### src/rtl/core/mvt_pkg.sv
// Types and constants for the 4x4 matrix-vector transform.
package mvt_pkg;

  localparam int DIM    = 4;
  localparam int COEF_W = 16;
  localparam int ROW_W  = DIM * COEF_W;
  localparam int PROD_W = 2 * COEF_W;
  localparam int SUM_W  = PROD_W + 2;
  localparam int IDX_W  = 3;

  // Configuration register indexes
  localparam logic [IDX_W-1:0] REG_ROW0 = 3'd0;
  localparam logic [IDX_W-1:0] REG_ROW1 = 3'd1;
  localparam logic [IDX_W-1:0] REG_ROW2 = 3'd2;
  localparam logic [IDX_W-1:0] REG_ROW3 = 3'd3;
  localparam logic [IDX_W-1:0] REG_MODE = 3'd4;

  // Identity rows (Q4.12 one on the diagonal)
  localparam logic [ROW_W-1:0] ROW0_RESET = 64'h0000_0000_0000_1000;
  localparam logic [ROW_W-1:0] ROW1_RESET = 64'h0000_0000_1000_0000;
  localparam logic [ROW_W-1:0] ROW2_RESET = 64'h0000_1000_0000_0000;
  localparam logic [ROW_W-1:0] ROW3_RESET = 64'h1000_0000_0000_0000;

  // Matrix: [row][col], column j of a row at bits 16j+15..16j
  typedef logic [DIM-1:0][DIM-1:0][COEF_W-1:0] matrix_t;
  typedef logic [DIM-1:0][COEF_W-1:0]          vec_arr_t;
  typedef logic [DIM-1:0][DIM-1:0][PROD_W-1:0] prod_arr_t;

  typedef struct packed {
    logic signed [COEF_W-1:0] vec_in0;
    logic signed [COEF_W-1:0] vec_in1;
    logic signed [COEF_W-1:0] vec_in2;
    logic signed [COEF_W-1:0] vec_in3;
  } vec_in_t;

  typedef struct packed {
    logic signed [COEF_W-1:0] vec_out0;
    logic signed [COEF_W-1:0] vec_out1;
    logic signed [COEF_W-1:0] vec_out2;
    logic signed [COEF_W-1:0] vec_out3;
    logic                     saturated_flag;
  } vec_out_t;

  // Configuration seen by the datapath
  typedef struct packed {
    matrix_t matrix;
    logic    row_vector_mode;
  } cfg_t;

endpackage

### src/rtl/core/mvt_cfg_regs.sv
// Matrix and mode configuration registers.
module mvt_cfg_regs
  import mvt_pkg::*;
(
  input  logic             clk,
  input  logic             rst,
  input  logic             wr_en,
  input  logic [IDX_W-1:0] wr_index,
  input  logic [ROW_W-1:0] wr_data,
  output cfg_t             cfg
);

  matrix_t matrix;
  logic    row_vector_mode;

  // Register writes; unknown indexes are dropped
  always_ff @(posedge clk) begin
    if (rst) begin
      matrix[0]       <= ROW0_RESET;
      matrix[1]       <= ROW1_RESET;
      matrix[2]       <= ROW2_RESET;
      matrix[3]       <= ROW3_RESET;
      row_vector_mode <= 1'b0;
    end else if (wr_en) begin
      unique case (wr_index)
        REG_ROW0: matrix[0] <= wr_data;
        REG_ROW1: matrix[1] <= wr_data;
        REG_ROW2: matrix[2] <= wr_data;
        REG_ROW3: matrix[3] <= wr_data;
        REG_MODE: row_vector_mode <= wr_data[0];
        default: ;
      endcase
    end
  end

  assign cfg.matrix          = matrix;
  assign cfg.row_vector_mode = row_vector_mode;

endmodule

### config.mk
export PLATFORM = sky130hd
export DESIGN_NAME = mvt_cfg_regs
export DESIGN_NICKNAME = d
export VERILOG_FILES = /design/src/rtl/core/mvt_pkg.sv /design/src/rtl/core/mvt_cfg_regs.sv
export SDC_FILE = /design/constraint.sdc
export NUM_CORES = 1
export LEC_CHECK = 0
export ABC_AREA = 1
export BUFFER_PORTS_ARGS = -buffer_cell sky130_fd_sc_hd__buf_2
export CAP_MARGIN = 20
export CORE_UTILIZATION = 25
export CTS_CLUSTER_SIZE = 25
export DETAILED_ROUTE_END_ITERATION = 6
export PLACE_DENSITY_LB_ADDON = 0.15
export SLEW_MARGIN = 20
export SYNTH_ARGS = -nofsm -noshare
export SYNTH_HDL_FRONTEND = slang
export SYNTH_SLANG_ARGS = --single-unit
### constraint.sdc
create_clock -name clk -period 0.8 [get_ports clk]
set_input_delay 0.04 -clock clk [delete_from_list [all_inputs] [get_ports clk]]
set_output_delay 0.04 -clock clk [all_outputs]
set_load 0.03 [all_outputs]
# Yosys cells after proc, flatten, opt, wreduce, memory -nomap -nowiden

Cells that the tools add are included.

Eq/ne operators: 4
Reductions and logical operators: 6

Operators with widths:

| cell               | number |
|---|---|
| $reduce_and 2->1   | 5 |
| $eq 3x2->1 const B | 2 |
| $eq 3x1->1 const B | 1 |
| $eq 3x3->1 const B | 1 |
| $logic_not 3->1    | 1 |

Flip-flop bits (word level): 257
Input port bits: 70

# Longest topological paths before layout

Gate-level depths: netlist (run 1).

Word-level depth: 2
Gate-level depth with buffers: 7
Gate-level depth less buffers: 5

# Worst setup path after synthesis (run 1)

No wires, ideal clock.

Path type: input-to-reg
Start point: input rst
End point: register matrix, in the netlist cfg[17]
Library setup time: 64 ps
Arrival time: 798 ps
Required time: 736 ps
Setup slack: -62 ps
Cell stages on the path: 5
Cells stage by stage: clkinv_1 > clkbuf_1 > buf_1 > nand2_1 > nor2_1

RTL lines:

| item        | RTL line           | text |
|---|---|---|
| from (decl) | mvt_cfg_regs.sv:6  | `input logic rst,` |
| to (decl)   | mvt_cfg_regs.sv:13 | `matrix_t matrix;` |

# Worst setup path after layout (run 1)

Start point: register matrix, in the netlist cfg[146]
End point: output cfg[146] in the netlist's numbering

RTL lines:

| item      | RTL line           | text |
|---|---|---|
| to (decl) | mvt_cfg_regs.sv:10 | `output cfg_t cfg` |

No word-level cell between the ends.

==> impl_metrics.ini, run 1 <==
[synth]
yosysTopAreaCell = dfxtp_1
syn_avg_cell_area_um2 = 6.984
synth.area.top_cells = dfxtp_1, nor2_1, nand3_1
syn-num-nets = 1545
synth_area_um2 = 10300
ys_seq_elements = 257
yosysWarnings = 0
synth_top_area_share_pct = 49.95
synth_cells = 1475
synth.distinct_cells = 16
synth-seq-area-share_pct = 49.95

[power_and_ir_drop]
p_total_mw = 33.35
vdd_drop_max_mv = 1.533
power.leakage_nw = 7.642
pwr_density_cell_nw_per_um2 = 1975

[clocking]
clockBufferDepth = 3
cts_buffers = 31
cts_tree = done
cts.reportedPaths.clkPinSlew_ns = 0.06
clkLatencyLatePin_ns = 0.56
cts-root-buf = clkbuf_16
htreeDepth = 1
clkSinkCount = 257

[critical_path]
critical_path_required_ns = 0.76
path_cells = buf_6
cp_max_fo = 2
r2r_end = cfg[159]
critPathMaxStageDelay_ns = 0.36
critical_path_arrival_ns = 1.08
slowest_stage = dfxtp_2
r2r_cells = 3
crit_path_end_kind = primary output
setup.worst_path.class = register to primary output
reg2reg_slack_ns = 0.07
crit_buf_inv = 1
timing.rr.start = cfg[159]
cp-start-kind = register
cp_top_family = flip-flops

[worst_hold_path]
whs_path_depth = 6
hold_path_class = input pin to register
min_from = wr_en
hold_end = row_vector_mode

[routing]
avgRoutedWirePerCell_um = 16.46
dr_total_vias = 10601
viasPerCell = 4.364
antenna_left = 0
first_pass_iters = 5
drc = 0
drtIter0Drc = 464
drt-total-wl_um = 39980

[sta]
worst_slew_pin_slew_ns = 0.2456
skew_ns = 0
drv_slew = 0
setup_slack_ns = -0.3179
hold_slack_ns = 0.0005487
hold_viol_final = 0
setup_tns_ns = -71.04
rsz0062_at_grt = true
slew_headroom_pct = 83.63
fin_crit_sh_pct = 139.7
fmaxAchievable_mhz = 894.6
setup_violations = 257
fin_crit_ns = 1.118

[global_route]
grt_pass1_wl_um = 58750
grt_max_degree = 42
grt_pass1_vias = 10168
grtUsageTotal_pct = 17.84
grt_overflow_total = 0
antenna_found_initial = 0

[floorplanning]
die_h_um = 205.0
io_pins = 327
start_util_pct = 25.63
die_w_um = 205.0
die_area_um2 = 42020
placement_rows = 73
core_area_um2 = 40190

[final_layout]
layout.nets = 1949
final_common_cell = nor2_1
final_cell_mix = nor2_1, nand2_1, buf_6
register_area_um2 = 5469
n_antenna_cell = 0
drive_gt1_share_pct = 38.45
multi_input_area_um2 = 4302
fillers = 4148
syn2layout_area_growth_pct = 63.95

[placed_design]
dp_hpwl_um = 25620
port_buffers = 326
gp_congestion = 0.7646

[outcome]
violations = setup timing
status = finished with violations

[flow_run]
max-cap-violations = 0
-- flip-flops by register name (all words and copies together), names as in the netlist --
name	count
cfg	256
row_vector_mode	1
-- where the power goes --
group          internal (mW)  total, mW  switching [mW]
clock                   8.74       14.5            5.79
combinational           2.18       5.14            2.96
sequential              13.3       13.7           0.342
total                   24.3       33.3            9.09
-- worst register-to-register path: cells and delay by family (launching register included) --
| kind | cells | cell delay, ns |
|---|---|---|
| flip-flops | 1 | 0.33 |
| AND/OR/NAND/NOR | 2 | 0.17 |
| buffers and inverters | 1 | 0.12 |
-- how the worst max path moves through the flow --
stage                     slack [ns]        to         from  cells past startpoint
after CTS                      -0.35  cfg[219]     cfg[219]                      1
final                          -0.32  cfg[146]     cfg[146]                      1
after global routing           -0.36  cfg[219]     cfg[219]                      1
after detailed placement       -0.33  cfg[121]  wr_index[1]                      7
after global placement         -0.31  cfg[180]  wr_index[1]                      7
after floorplan                -0.05  cfg[112]          rst                      5
-- kinds of logic (layout without fill, tap and decap cells) --
kind of cell,count (synthesis),count (layout),synth area share [%]
flops,257,257,49.95
compound gates,2,2,0.09708
simple gates,1039,1039,41.47
buf+inv,177,606,8.490
-- final cells by class --
class / count / area share [%]
clock inverters: 12 / 0.8668
inverters: 71 / 1.734
multi-input cells: 1041 / 25.47
well taps: 525 / 3.889
repair inverters: 2 / 0.1630
flip-flops and latches: 257 / 32.38
clock buffers: 46 / 5.342
repair buffers: 475 / 30.15
-- repair_timing --
action | in CTS | in global routing
buffers inserted | 4 | 11
hold buffers | 66 | 1
endpoints found under the hold margin | 257 | 1
endpoints found under the setup margin | 257 | 513
pin swaps | 0 | 1
gates resized for setup | 772 | 16
gates cloned | 0 | 8
-- routing by layer --
metal	global-route usage [%]	wire length, µm
met4	4.074	597
met3	4.248	2460
met5	0	0
met2	30.00	18990
met1	22.92	17930
-- metrics by stage --
stage,setup WS [ns],instances,util [%],instance area (µm²)
3_5_place_dp,-0.3341,2282,32.04,12870
3_3_place_gp,-0.3124,2282,32.04,12870
2_1_floorplan,-0.04586,1475,-,10350
6_report,-0.3179,2429,42.02,16890
4_1_cts,-0.3541,2410,41.17,16550
5_1_grt,-0.3555,2429,42.02,16890
-- synthesized netlist by cell type, drive strengths merged --
master  number
dfxtp      257
clkbuf      27
clkinv       1
o21ai        1
nand2      269
inv         70
nor2       513
nand3      257
a21oi        1
buf         79
Note: power is estimated with default switching activity, not from simulation.
==> run 2: changes to the inputs <==
--- a/config.mk
+++ b/config.mk
@@ -12,6 +12,7 @@
 export CTS_CLUSTER_SIZE = 25
 export DETAILED_ROUTE_END_ITERATION = 6
 export PLACE_DENSITY_LB_ADDON = 0.15
+export SETUP_SLACK_MARGIN = 0.5
 export SLEW_MARGIN = 20
 export SYNTH_ARGS = -nofsm -noshare
 export SYNTH_HDL_FRONTEND = slang
==> run 2 against run 1 <==
Compared with the run above:
- the flow finishes with violations (hold timing, setup timing)
- via count up 0.25%
- final area is 1.0% higher
- worst setup slack gained 0.017 ns
- combinational power about the same
- clock power is essentially flat
- hold slack lost 0.28 ns
- non-clock buffer count is 44 lower
- sequential cell count stayed put
- critical path type unchanged
- critical endpoint is now cfg[231]
- largest cell class unchanged
- largest power group unchanged
==> impl_metrics.ini, run 2 (synthesized netlist as in run 1, its figures left out) <==
[routing]
drt-total-wl_um = 39730
avgRoutedWirePerCell_um = 16.68
drtIter0Drc = 403
antenna_left = 0
viasPerCell = 4.461
drc = 0
dr_total_vias = 10627
first_pass_iters = 5

[critical_path]
critPathMaxStageDelay_ns = 0.36
crit_path_end_kind = primary output
cp-start-kind = register
setup.worst_path.class = register to primary output
crit_buf_inv = 1
slowest_stage = dfxtp_2
cp_top_family = flip-flops
cp_max_fo = 2
critical_path_required_ns = 0.76
path_cells = buf_6
critical_path_arrival_ns = 1.06

[floorplanning]
die_area_um2 = 42020
core_area_um2 = 40190
start_util_pct = 25.63
io_pins = 327
die_w_um = 205.0
die_h_um = 205.0
placement_rows = 73

[final_layout]
final_cell_mix = nor2_1, buf_6, nand2_1
register_area_um2 = 5472
fillers = 4124
drive_gt1_share_pct = 48.90
final_common_cell = nor2_1
n_antenna_cell = 0
multi_input_area_um2 = 4898
layout.nets = 1903
final_util_pct = 42.45
syn2layout_area_growth_pct = 65.63
stdcell_count = 2382
largest_reg_flops = 256

[global_route]
antenna_found_initial = 0
grt_overflow_total = 0
grtUsageTotal_pct = 18.16
grt_max_degree = 37
grt_pass1_vias = 10318
grt_pass1_wl_um = 59600

[outcome]
violations = hold timing, setup timing
status = finished with violations

[sta]
setup_slack_ns = -0.3011
hold_viol_final = 257
rsz0062_at_grt = true
fmaxAchievable_mhz = 908.2
fin_crit_sh_pct = 137.6
drv_slew = 0
worst_slew_pin_slew_ns = 0.2753
setup_violations = 257
hold_slack_ns = -0.2770
skew_ns = 0
slew_headroom_pct = 81.65
fin_crit_ns = 1.101

[placed_design]
dp_hpwl_um = 26490
gp_congestion = 0.7931
dp.cells = 2297
port_buffers = 326

[power_and_ir_drop]
p_seq_share_pct = 40.9
p_switching_mw = 8.958
vdd_drop_max_mv = 1.457
p_comb_share_pct = 15.3
swShare_pct = 26.71
power.leakage_nw = 7.676
internal_power_mw = 24.58
p_clk_share_pct = 43.8
pwr_density_cell_nw_per_um2 = 1966
p_total_mw = 33.54

[worst_hold_path]
hold_path_class = input pin to register

[clocking]
htreeDepth = 1
cts-root-buf = clkbuf_16
cts.reportedPaths.clkPinSlew_ns = 0.06
clkSinkCount = 257
cts_tree = done
clkLatencyLatePin_ns = 0.56
clockBufferDepth = 3
cts_buffers = 31

[flow_run]
max-cap-violations = 0
==> run 2: cell count changes in the layout (fill, tap and decap cells not counted), moves of 4 or more <==
cell           change
buf_12             +6
buf_4              +5
buf_6             +18
clkbuf_16          -4
clkbuf_8           +5
clkinv_2           -4
dlygate4sd3_1     -65
nand2_1            -4
nand3_1           -55
nand3_2           +54
nor2_1            -95
nor2_2            +87
nor2_4             +8
==> run 2: final timing paths <==
kind | cells after the start | end | from | slack (ns)
max reg2reg | 4 | cfg[229] | cfg[229] | 0.05
min reg2reg | 2 | cfg[23] | cfg[23] | 0.46
min | 3 | cfg[253] | wr_data[60] | -0.28
max | 1 | cfg[231] | cfg[231] | -0.30
==> run 2: power by group through the flow <==
| stage | sequential [mW] | clock, mW | combinational [mW] |
|---|---|---|---|
| after CTS | 13.7 | 15.1 | 4.96 |
| after global routing | 13.8 | 15.7 | 5.55 |
| final | 13.7 | 14.7 | 5.13 |
| after detailed placement | 13.8 | 0 | 4.38 |
| after floorplan | 14.6 | 0 | 1.96 |
| after global placement | 13.8 | 0 | 4.36 |
==> run 2: final cells by class <==
cell class,instances,area share (%)
Sequential cell,257,32.07
Multi-Input combinational cell,1041,28.71
Timing Repair Buffer,431,27.25
Clock buffer,52,5.713
Tap cell,525,3.850
Inverter,71,1.819
Clock inverter,5,0.5867
==> run 2: layer usage <==
layer / vias up / share of wire [%] / track usage, %
li1: 5299 / - / -
met1: 5033 / 44 / 23.55
met2: 245 / 48 / 30.06
met3: 50 / 5.7 / 3.643
met4: 0 / 2.3 / 5.688
met5: - / 0 / 0
==> run 2: through the flow <==
| stage | instance area [µm²] | setup slack, ns | setup TNS (ns) |
|---|---|---|---|
| after floorplan | 10890 | 0.04502 | 0 |
| after CTS | 16520 | -0.3357 | -75.56 |
| after global routing | 17060 | -0.3308 | -79.34 |
| final | 17060 | -0.3011 | -69.41 |
| after detailed placement | 13350 | -0.3658 | -81.01 |
| after global placement | 13350 | -0.3556 | -77.36 |
==> run 2: what timing repair did <==
item                       CTS  global route
gates cloned                 2             3
setup endpoints to repair  514           514
buffers inserted             8            15
gates resized for setup    775           128
hold endpoints to repair   257           251
pin swaps                  117           102
