**src/rtl/core/mvt_pkg.sv**
```systemverilog
// Types and constants for the 4x4 matrix-vector transform.
package mvt_pkg;

  localparam int DIM    = 4;
  localparam int COEF_W = 16;
  localparam int ROW_W  = DIM * COEF_W;
  localparam int PROD_W = 2 * COEF_W;
  localparam int SUM_W  = PROD_W + 2;
  localparam int IDX_W  = 3;

  // Configuration register indexes
  localparam logic [IDX_W-1:0] REG_ROW0 = 3'd0;
  localparam logic [IDX_W-1:0] REG_ROW1 = 3'd1;
  localparam logic [IDX_W-1:0] REG_ROW2 = 3'd2;
  localparam logic [IDX_W-1:0] REG_ROW3 = 3'd3;
  localparam logic [IDX_W-1:0] REG_MODE = 3'd4;

  // Identity rows (Q4.12 one on the diagonal)
  localparam logic [ROW_W-1:0] ROW0_RESET = 64'h0000_0000_0000_1000;
  localparam logic [ROW_W-1:0] ROW1_RESET = 64'h0000_0000_1000_0000;
  localparam logic [ROW_W-1:0] ROW2_RESET = 64'h0000_1000_0000_0000;
  localparam logic [ROW_W-1:0] ROW3_RESET = 64'h1000_0000_0000_0000;

  // Matrix: [row][col], column j of a row at bits 16j+15..16j
  typedef logic [DIM-1:0][DIM-1:0][COEF_W-1:0] matrix_t;
  typedef logic [DIM-1:0][COEF_W-1:0]          vec_arr_t;
  typedef logic [DIM-1:0][DIM-1:0][PROD_W-1:0] prod_arr_t;

  typedef struct packed {
    logic signed [COEF_W-1:0] vec_in0;
    logic signed [COEF_W-1:0] vec_in1;
    logic signed [COEF_W-1:0] vec_in2;
    logic signed [COEF_W-1:0] vec_in3;
  } vec_in_t;

  typedef struct packed {
    logic signed [COEF_W-1:0] vec_out0;
    logic signed [COEF_W-1:0] vec_out1;
    logic signed [COEF_W-1:0] vec_out2;
    logic signed [COEF_W-1:0] vec_out3;
    logic                     saturated_flag;
  } vec_out_t;

  // Configuration seen by the datapath
  typedef struct packed {
    matrix_t matrix;
    logic    row_vector_mode;
  } cfg_t;

endpackage

```
**src/rtl/core/mvt_sum_sat.sv**
```systemverilog
// Row sums, fixed-point shift, saturation and result register.
module mvt_sum_sat
  import mvt_pkg::*;
#(
  parameter int FRAC_BITS = 12
) (
  input  logic      clk,
  input  logic      rst,
  input  logic      prod_valid,
  input  prod_arr_t prod,
  output logic      result_strobe,
  output vec_out_t  result
);

  logic signed [SUM_W-1:0]  sum     [DIM];
  logic signed [SUM_W-1:0]  shifted [DIM];
  logic [SUM_W-COEF_W:0]    hi      [DIM];
  logic [DIM-1:0]           clip;
  vec_arr_t                 sat;

  // Sum four products, floor shift, clip to 16 bits
  always_comb begin
    for (int i = 0; i < DIM; i++) begin
      sum[i] = '0;
      for (int j = 0; j < DIM; j++) begin
        sum[i] = sum[i] + {{(SUM_W-PROD_W){prod[i][j][PROD_W-1]}}, prod[i][j]};
      end
      shifted[i] = sum[i] >>> FRAC_BITS;
      hi[i]      = shifted[i][SUM_W-1:COEF_W-1];
      if (!shifted[i][SUM_W-1] && (|hi[i])) begin
        sat[i]  = {1'b0, {(COEF_W-1){1'b1}}};
        clip[i] = 1'b1;
      end else if (shifted[i][SUM_W-1] && !(&hi[i])) begin
        sat[i]  = {1'b1, {(COEF_W-1){1'b0}}};
        clip[i] = 1'b1;
      end else begin
        sat[i]  = shifted[i][COEF_W-1:0];
        clip[i] = 1'b0;
      end
    end
  end

  // Result register
  always_ff @(posedge clk) begin
    result.vec_out0       <= sat[0];
    result.vec_out1       <= sat[1];
    result.vec_out2       <= sat[2];
    result.vec_out3       <= sat[3];
    result.saturated_flag <= |clip;
  end

  always_ff @(posedge clk) begin
    if (rst) begin
      result_strobe <= 1'b0;
    end else begin
      result_strobe <= prod_valid;
    end
  end

endmodule

```
**config.mk**
```make
export PLATFORM = sky130hd
export DESIGN_NAME = mvt_sum_sat
export DESIGN_NICKNAME = d
export VERILOG_FILES = /design/src/rtl/core/mvt_pkg.sv /design/src/rtl/core/mvt_sum_sat.sv
export SDC_FILE = /design/constraint.sdc
export NUM_CORES = 1
export LEC_CHECK = 0
export ABC_AREA = 1
export BUFFER_PORTS_ARGS = -buffer_cell sky130_fd_sc_hd__buf_4
export CORE_AREA = 2 2 225 227
export CTS_CLUSTER_DIAMETER = 50
export DETAILED_ROUTE_END_ITERATION = 10
export DIE_AREA = 0 0 227 229
export GPL_TIMING_DRIVEN = 0
export REMOVE_ABC_BUFFERS = 1
export SLEW_MARGIN = 20
export SYNTH_ARGS = -nofsm -noshare
export SYNTH_HDL_FRONTEND = slang
export SYNTH_SLANG_ARGS = --single-unit
export TNS_END_PERCENT = 5
```
**constraint.sdc**
```tcl
create_clock -name clk -period 3.1 [get_ports clk]
set_clock_uncertainty 0.05 [all_clocks]
set_input_delay 0.465 -clock clk [delete_from_list [all_inputs] [get_ports clk]]
set_output_delay 0.465 -clock clk [all_outputs]
set_load 0.03 [all_outputs]
```
Word-level counts from Yosys, hierarchy flattened
Index checks and enable logic that the tools add are counted.
{"block": "classes", "n_mux": 12, "reduce_logical": 25, "n_addsub": 12}
{"op": "$add A33 B32 Y34", "count": 4}
{"op": "$add A34 B34 Y34", "count": 4}
{"op": "$add A32 B32 Y33", "count": 4}
{"op": "$mux W16", "count": 4}
{"op": "$reduce_and A7 Y1", "count": 4}
{"op": "$reduce_or A7 Y1", "count": 4}
{"op": "$logic_and A1 B1 Y1", "count": 8}
{"op": "$logic_not A1 Y1", "count": 8}
{"op": "$mux W1", "count": 8}
{"op": "$reduce_or A4 Y1", "count": 1}
{"block": "totals", "wordCells": 55, "ff_bits": 66, "inputBits": 515, "out_inout_bits": 66}

Depth between registers and ports, before layout
Gate-level depths: netlist of the first run.
{"block": "logic_depth", "word_depth": 9, "depth_mapped": 23, "depth_no_buf": 23}

Worst setup path after synthesis of the first run
Ideal clock, no wire load.
{"block": "synth_path", "path_type": "input port to flip-flop", "startpoint": "in prod[16] in the netlist's numbering", "endpoint": "reg result[0] in the netlist's numbering", "stages": 19, "setup_time_ns": 0.114, "setup_slack_ns": -0.196, "n_path_buf": 0, "required_time_ns": 2.936, "arrival_ns": 3.132, "path_cell_list": "inv_1 -> fa_1 -> fa_1 -> inv_1 -> ha_1 -> a21oi_1 -> o21ai_1 -> a21oi_1 -> nor2_1 -> nor2_1 -> nand2_1 -> nand2_1 -> nand2_1 -> nor2_2 -> nand2_1 -> nand2_2 -> nand2_1 -> nor2_1 -> nand2_1"}
{"block": "synth_between", "elab_chain_cells": 9, "word_cells_on_any_way": 12, "cone_classes": "add/sub (3); mux (2); reduce/logical (7)"}
{"element": "start: declaration", "line": "mvt_sum_sat.sv:10", "source": "input prod_arr_t prod,"}
{"element": "$add A32 B32 Y33 *", "line": "mvt_sum_sat.sv:26", "source": "sum[i] = sum[i] + {{(SUM_W-PROD_W){prod[i][j][PROD_W-1]}}, prod[i][j]};"}
{"element": "$add A33 B32 Y34 *", "line": "mvt_sum_sat.sv:26"}
{"element": "$add A34 B34 Y34 *", "line": "mvt_sum_sat.sv:26"}
{"element": "$reduce_and A7 Y1", "line": "mvt_sum_sat.sv:33", "source": "end else if (shifted[i][SUM_W-1] && !(&hi[i])) begin"}
{"element": "$logic_not A1 Y1", "line": "mvt_sum_sat.sv:33"}
{"element": "$logic_and A1 B1 Y1", "line": "mvt_sum_sat.sv:33"}
{"element": "$mux W1", "line": "mvt_sum_sat.sv:33"}
{"element": "$mux W1 *", "line": "mvt_sum_sat.sv:30", "source": "if (!shifted[i][SUM_W-1] && (|hi[i])) begin"}
{"element": "$reduce_or A4 Y1 *", "line": "mvt_sum_sat.sv:49", "source": "result.saturated_flag <= |clip;"}
{"element": "end: declaration", "line": "mvt_sum_sat.sv:12", "source": "output vec_out_t result"}
Every way passes the cells marked *; elsewhere a longest branch is shown, timed or not.
A chain may end at the register's enable or synchronous reset.

Worst setup path after layout of the first run
{"block": "layout_path", "startpoint": "in prod[197] in the netlist's numbering", "endpoint": "reg result[33] in the netlist's numbering"}
{"block": "layout_between", "elab_chain_cells": 6, "word_cells_on_any_way": 9, "cone_classes": "add/sub (2); mux (1); reduce/logical (6)"}
{"element": "$add A33 B32 Y34 *", "line": "mvt_sum_sat.sv:26"}
{"element": "$add A34 B34 Y34 *", "line": "mvt_sum_sat.sv:26"}
{"element": "$reduce_and A7 Y1", "line": "mvt_sum_sat.sv:33"}
{"element": "$logic_not A1 Y1", "line": "mvt_sum_sat.sv:33"}
{"element": "$logic_and A1 B1 Y1", "line": "mvt_sum_sat.sv:33"}
{"element": "$mux W16", "line": "mvt_sum_sat.sv:33"}
Marks and branches as above.

==> results_tabular.tex, run 1 <==
\begin{tabular}{lr}
\hline
Metric & Value \\
\hline
\multicolumn{2}{l}{\textbf{Logic synthesis}} \\
Post-Synthesis Cells & 2709 \\
Number of synthesis warnings & 0 \\
FF+latch count, synth & between 60 and 70 \\
Share of async-settable or async-resettable flops after synthesis & 0\% \\
Count of flip-flops with a built-in enable after synthesis & 0 \\
Primary FF master, synth & dfxtp\_1 \\
Synthesized area per cell & 6.58 sq um \\
Cell area after synthesis & 17800 sq um \\
Number of unique standard cell types used by synthesis & 38 \\
Seq/Total Area, Yosys & around 7.4\% \\
\multicolumn{2}{l}{\textbf{Clock network}} \\
CTS clk-pin slew, worst paths & 0.06 ns \\
Library cell used as clock root buffer & clkbuf\_16 \\
Number of sinks driven by the clock tree & 66 \\
H-tree levels & 3 \\
Hold-fix buffer count after cts & 0 \\
Clock Tree Buf Depth & 2 \\
TritonCTS clock tree & yes \\
CTS buffer count & 9 \\
\multicolumn{2}{l}{\textbf{Route}} \\
Wire per inst & 14.5 microns \\
First DRT Iteration DRCs & 721 \\
Initial DRT Pass Iterations & 6 \\
Post-detailed-route count of antenna-violating nets & 0 \\
Post-detailed-route via-to-cell ratio & 4.52 \\
Overall routed net length & 58.4 mm \\
Vias after detailed routing & 18228 \\
DR DRC count & 0 \\
\multicolumn{2}{l}{\textbf{Global route}} \\
Initial antenna violation count & 2 \\
Via count of the first global-routing pass & 18158 \\
Overall overflow remaining after global route & 0 \\
Maximum number of pins on one net before global-route repair & 16 \\
Total GRT Usage & 21.7\% \\
First-pass GRT wire length & 89.3 mm \\
\multicolumn{2}{l}{\textbf{Pwr}} \\
Total power divided by cell area & 686 nW/um\^{}2 \\
Maximum ir drop on the vdd rail & 0.273 mV \\
Reported leakage power & 0.0145 uW \\
\multicolumn{2}{l}{\textbf{Place}} \\
Gp weighted congestion & 0.912 \\
Detailed placer's ending HPWL & 49.8 mm \\
Placed Instance Area & between 20000 and 25000 sq um \\
Placed cell count & 3954 \\
Port bufs & just under 600 \\
\multicolumn{2}{l}{\textbf{Floorplanning}} \\
Area of the die & just over 50000 sq um \\
Die Span X & 227 microns \\
Row Count & between 80 and 90 \\
Top-Level Pins & 581 \\
Standard cell core area & 49700 sq um \\
Die Y & 229 microns \\
Effective utilization at floorplan & 35.9\% \\
\multicolumn{2}{l}{\textbf{Final layout}} \\
Final \#Nets & $\sim$4300 \\
Number of fill cells in the layout & between 4000 and 5000 \\
Area Overhead vs Synth & 50.2\% \\
Final std cell area, no fill & 26700 sq um \\
Total area of sequential cells & 1320 sq um \\
Final core utilization & around 54\% \\
Share of post-route cells with drive strength above 1 & 37.4\% \\
Non-Filler Instances & 4033 \\
Multi-input logic area & between 15000 and 20000 sq um \\
Most frequent cells in the layout & inv\_1, buf\_4, nand2\_1, fa\_1, nand2\_2 \\
Leading cell type in the layout, fill and taps excluded & inv\_1 \\
\multicolumn{2}{l}{\textbf{STA}} \\
Hold slack & 0.184 ns \\
Final Hold Violating Endpoints & 0 \\
Time the worst path needs with I/O delays and setup & 3.30 ns \\
Unrepaired setup endpoints after global routing & yes \\
Transition time at the pin with the least slew margin & 0.375 ns \\
Setup ws final & -0.202 ns \\
Worst rel slew slack & between 70\% and 80\% \\
Setup-failing EPs final & 61 \\
Highest achievable clock rate & 303 MHz \\
Final worst-path cycle share & 107\% \\
Final Slew Violations & 0 \\
\multicolumn{2}{l}{\textbf{Setup path}} \\
Data required time of the critical path & 3.30 ns \\
Element type at the critical path start & input pin \\
Worst path arrival time & about 3.5 ns \\
Crit-path max FO & 6 \\
Kind of capture point of the worst setup path & flop \\
Kind of critical path & input pin to flop \\
\multicolumn{2}{l}{\textbf{Outcome}} \\
Violated checks & negative setup slack \\
Status & finished, violations left \\
\multicolumn{2}{l}{\textbf{Min path}} \\
Worst hold-check path type & input pin to flop \\
\multicolumn{2}{l}{\textbf{Flow run}} \\
Max capacitance violation total & 0 \\
\hline
\end{tabular}
==> final timing paths <==
path	start	endpoint	slack, ns	depth (start not counted)
worst min-delay path	rst	result_strobe$_SDFF_PP0_	0.18	2
worst max-delay path	prod[197]	result[33]$_SDFF_PP1_	-0.20	21
==> timing repair <==
item                                    4_1_cts  5_1_grt
setup buffers                                26       34
pin swaps                                    60      173
endpoints found under the hold margin         0        0
cloned                                        2        3
endpoints found under the setup margin       61       62
resized for setup                           231      474
==> stage by stage <==
step                      setup slack (ns)  setup TNS, ns  total power, uW
after floorplan                     -0.312         -10.00             9580
after global placement               -1.23         -51.10            13200
after detailed placement             -1.22         -51.76            13200
after CTS                           -0.209          -8.70            15800
after global routing                -0.356         -17.34            19900
final                               -0.202          -9.00            18300
==> cells in the mapped netlist (all sizes together) (7+ instances only) <==
| cell type | instances | area, sq um |
|---|---|---|
| nor3 | 23 | 125 |
| a21oi | 140 | 719 |
| nor2 | 197 | 790 |
| o21ai | 94 | 583 |
| nand3 | 101 | 505 |
| fa | 256 | 5120 |
| xnor2 | 38 | 333 |
| nor4 | 9 | 62.6 |
| o21bai | 20 | 150 |
| nand2 | 651 | 2510 |
| inv | 913 | 3430 |
| buf | 7 | 78.8 |
| xor2 | 23 | 201 |
| dfxtp | 66 | 1320 |
| a31oi | 15 | 93.8 |
| ha | 124 | 1550 |
==> where the power goes <==
group | internal, uW | leakage (uW) | switching (uW) | total (uW)
combinational | 6570 | 0.0139 | 9340 | 15900
sequential | 1310 | 0.000555 | 110 | 1420
clock | 572 | 0.000128 | 435 | 1010
==> layout make-up <==
cell class | count | share of cell area, %
diodes | 2 | 0.0187
clock buffers | 13 | 0.973
inverters | 913 | 12.9
multi-input cells | 1724 | 59.3
flip-flops and latches | 66 | 4.94
well taps | 672 | 3.14
repair buffers | 642 | 18.6
repair inverters | 1 | 0.0327
==> logic make-up (layout without fill, tap and decap cells) <==
kind of cell / after synthesis / count (layout) / synth area share (%)
simple gates: 1000 / 1001 / 23.1
buf+inv: 920 / 1569 / 19.7
fa+ha+maj: 380 / 380 / 37.5
compound gates: 282 / 282 / 9.27
flops: 66 / 66 / 7.42
xor+xnor: 61 / 61 / 3.00
other cells: 0 / 2 / 0
==> critical path, cell delays in order <==
cell	delay, ns
buf_4	0.08
inv_2	0.03
fa_1	0.59
inv_2	0.06
fa_1	0.53
ha_4	0.31
nand2_2	0.06
inv_2	0.06
nand3_1	0.06
o21ai_1	0.16
nand2_2	0.11
nand2_2	0.12
nand2_4	0.07
nand2_2	0.06
nand2_1	0.05
nand2_1	0.06
nand2_1	0.06
nor2_2	0.15
nand2_4	0.10
nand2_2	0.18
o21ai_0	0.12
==> registers in the layout, summed over array words and instances (netlist names) <==
register,flops
result_strobe,1
result,65
==> layer usage <==
| metal | GRT usage, % | wire, microns | share of wire [%] | vias up |
|---|---|---|---|---|
| met5 | 0 | 0 | 0 | - |
| li1 | - | - | - | 9152 |
| met1 | 25.7 | 23200 | 40 | 8446 |
| met3 | 3.12 | 3530 | 6.0 | 91 |
| met4 | 7.05 | 1770 | 3.0 | 0 |
| met2 | 39.9 | 29900 | 51 | 539 |
(Power assumes the default switching activity.)
==> inputs of run 2 (changes only) <==
--- a/config.mk
+++ b/config.mk
@@ -6,11 +6,11 @@
 export NUM_CORES = 1
 export LEC_CHECK = 0
 export ABC_AREA = 1
-export BUFFER_PORTS_ARGS = -buffer_cell sky130_fd_sc_hd__buf_4
-export CORE_AREA = 2 2 225 227
+export CORE_AREA = 2 2 226 228
 export CTS_CLUSTER_DIAMETER = 50
 export DETAILED_ROUTE_END_ITERATION = 10
-export DIE_AREA = 0 0 227 229
+export DIE_AREA = 0 0 228 230
+export DONT_BUFFER_PORTS = 1
 export GPL_TIMING_DRIVEN = 0
 export REMOVE_ABC_BUFFERS = 1
 export SLEW_MARGIN = 20
==> run 2 against run 1 <==
- the flow still finishes with violations (negative setup slack)
- power fell by 6.8%
- clock power increased by 13%
- non-clock buffer count shrank 584
- first-iteration DRC count fell by 2.4%
- largest power group unchanged
- worst setup slack improved by 0.078 ns
- flip-flop and latch count stayed put
- fmax rose by 2.4%
- core utilization decreased by 9.3 points
- worst hold slack lost 0.079 ns
- wire length shrank 8.2%
- critical path depth is 1 lower
- final area fell by 17%
==> results_tabular.tex, run 2 (synthesized netlist as in run 1, its figures left out) <==
\begin{tabular}{lr}
\hline
Metric & Value \\
\hline
\multicolumn{2}{l}{\textbf{Outcome}} \\
Status & finished, violations left \\
Violated checks & negative setup slack \\
\multicolumn{2}{l}{\textbf{Route}} \\
Overall routed net length & 53.6 mm (-8.2\%) \\
Post-detailed-route via-to-cell ratio & 4.70 (+3.9\%) \\
Initial DRT Pass Iterations & 5 (-1) \\
Wire per inst & 15.5 microns (+7.4\%) \\
First DRT Iteration DRCs & 704 (-2.4\%) \\
DR DRC count & 0 (unchanged) \\
Post-detailed-route count of antenna-violating nets & 0 (unchanged) \\
Vias after detailed routing & 16196 (-11\%) \\
\multicolumn{2}{l}{\textbf{Place}} \\
Port bufs & 0 (-100\%) \\
Detailed placer's ending HPWL & 46.1 mm (-7.4\%) \\
Gp weighted congestion & 0.957 (+4.8\%) \\
Post-Place Setup Slack & -1.07 ns (+0.153 ns) \\
\multicolumn{2}{l}{\textbf{Global route}} \\
First-pass GRT wire length & 81.2 mm (-9.0\%) \\
Initial antenna violation count & 2 (unchanged) \\
Via count of the first global-routing pass & 16183 (-11\%) \\
Overall overflow remaining after global route & 0 (unchanged) \\
Maximum number of pins on one net before global-route repair & 16 (unchanged) \\
Total GRT Usage & 19.5\% (-2.2 points) \\
\multicolumn{2}{l}{\textbf{Min path}} \\
Worst hold-check path type & input pin to flop \\
\multicolumn{2}{l}{\textbf{Clock network}} \\
Library cell used as clock root buffer & clkbuf\_16 \\
Clock Tree Buf Depth & 2 (unchanged) \\
Number of sinks driven by the clock tree & 66 (unchanged) \\
Hold-fix buffer count after cts & 0 (unchanged) \\
CTS buffer count & 9 (unchanged) \\
H-tree levels & 3 (unchanged) \\
TritonCTS clock tree & yes \\
CTS clk-pin slew, worst paths & 0.06 ns (about the same) \\
\multicolumn{2}{l}{\textbf{STA}} \\
Worst rel slew slack & 71.7\% (-3.1 points) \\
Final Hold Violating Endpoints & 0 (unchanged) \\
Final worst-path cycle share & 104\% (-2.5 points) \\
Setup ws final & -0.123 ns (+0.0782 ns) \\
Time the worst path needs with I/O delays and setup & 3.22 ns (-0.0782 ns) \\
Highest achievable clock rate & 310 MHz (+2.4\%) \\
Transition time at the pin with the least slew margin & 0.424 ns (+0.0488 ns) \\
Final Slew Violations & 0 (unchanged) \\
Setup-failing EPs final & 61 (unchanged) \\
Unrepaired setup endpoints after global routing & yes \\
TNS Setup & -4.42 ns (+4.58 ns) \\
Hold slack & 0.105 ns (-0.0787 ns) \\
\multicolumn{2}{l}{\textbf{Pwr}} \\
Reported leakage power & 0.0117 uW (-19\%) \\
Sequential group share of total power & 14.2\% (+6.4 points) \\
Switching share of power & 55.7\% (+1.8 points) \\
Cell internal pwr & 7580 uW (-10\%) \\
Power, Total & 17100 uW (-6.8\%) \\
Total power divided by cell area & 769 nW/um\^{}2 (+12\%) \\
Combinational power share & 79.1\% (-7.7 points) \\
Maximum ir drop on the vdd rail & 0.287 mV (+5.2\%) \\
Switching power & 9520 uW (-3.7\%) \\
Power share of the clock group & 6.7\% (+1.2 points) \\
\multicolumn{2}{l}{\textbf{Setup path}} \\
Largest delay contributor family on the critical path & adder cells \\
Kind of capture point of the worst setup path & flop \\
Most frequent cell on the critical path & nand2\_1 \\
Element type at the critical path start & input pin \\
Kind of critical path & input pin to flop \\
Worst path arrival time & 3.43 ns (-0.07 ns) \\
Worst path max stage delay & 0.54 ns (-0.05 ns) \\
Chain of cells forming the critical path & inv\_1 -> fa\_1 -> inv\_1 -> fa\_1 -> ha\_4 -> nand2\_1 -> nor2\_4 -> nand2\_1 -> nor4\_2 -> nand2\_2 -> nand2\_1 -> nand2\_1 -> nand2\_1 -> nand2\_1 -> nor2\_2 -> nand2\_2 -> nand2\_4 -> buf\_12 -> buf\_12 -> o21ai\_4 \\
Crit-path slowest cell & fa\_1 \\
Data required time of the critical path & 3.30 ns (about the same) \\
Count of buffering cells on the critical path with inverters included & 4 (unchanged) \\
Crit-path max FO & 8 (+2) \\
\multicolumn{2}{l}{\textbf{Final layout}} \\
Max FFs per register & 65 (unchanged) \\
Share of post-route cells with drive strength above 1 & 23.5\% (-14 points) \\
Most flops, register & result \\
Final \#Nets & 3666 (-14\%) \\
Top Registers & result (65), result\_strobe (1) \\
Leading cell type in the layout, fill and taps excluded & inv\_1 \\
Total area of sequential cells & 1320 sq um (unchanged) \\
Area Overhead vs Synth & 24.9\% \\
Number of fill cells in the layout & 5070 (+3.4\%) \\
Most frequent cells in the layout & inv\_1, nand2\_1, fa\_1, nand2\_2, nor2\_1 \\
Multi-input logic area & 15800 sq um (-0.71\%) \\
\multicolumn{2}{l}{\textbf{Floorplanning}} \\
Effective utilization at floorplan & 35.7\% (-0.15 points) \\
Die Y & 230 microns (+0.44\%) \\
Top-Level Pins & 581 (unchanged) \\
Standard cell core area & 49900 sq um (+0.41\%) \\
Row Count & 82 (unchanged) \\
Area of the die & 52400 sq um (+0.88\%) \\
Die Span X & 228 microns (+0.44\%) \\
\multicolumn{2}{l}{\textbf{Flow run}} \\
Max capacitance violation total & 0 (unchanged) \\
\hline
\end{tabular}
[run 2: area by class of cell]
cell class / instances / area share, %
clock inverter: 2 / 0.158
timing repair buffer: 58 / 2.53
antenna: 2 / 0.0225
inverter: 913 / 15.5
multi-input combinational: 1723 / 70.8
tap: 672 / 3.78
clock buffer: 13 / 1.22
sequential: 66 / 5.94
[run 2: power by group through the flow]
stage	combinational [uW]	clock (uW)	sequential (uW)
finish	13500	1140	2420
global route	15000	1200	2450
CTS	11000	1180	2430
global placement	9550	0	2460
floorplan	7310	0	2270
detailed placement	9580	0	2450
[run 2: per-layer routing]
metal	GRT usage, %	wire length [microns]	share of wire, %
met5	0	0	0
met2	35.3	27500	51
met1	23.2	21500	40
met4	6.43	1560	2.9
met3	3.55	3080	5.7
[run 2: worst paths after layout]
kind  startpoint                  endpoint  slack, ns  depth (start not counted)
max    prod[411]      result[8]$_SDFF_PP1_      -0.12                         20
min          rst  result_strobe$_SDFF_PP0_       0.10                          1
[run 2: timing repair]
item / CTS / global route
gates resized for setup: 223 / 437
setup buffers: 23 / 33
gates cloned: 0 / 2
pin swaps: 41 / 180
endpoints found under the setup margin: 61 / 61
[run 2: per-stage QoR]
stage               instance area, sq um  util (%)  cells
finish                             22200      44.6   3449
global route                       22200      44.6   3449
global placement                   18600      37.3   3374
detailed placement                 18600      37.3   3374
CTS                                20000      40.1   3412
floorplan                          17700         -   2702
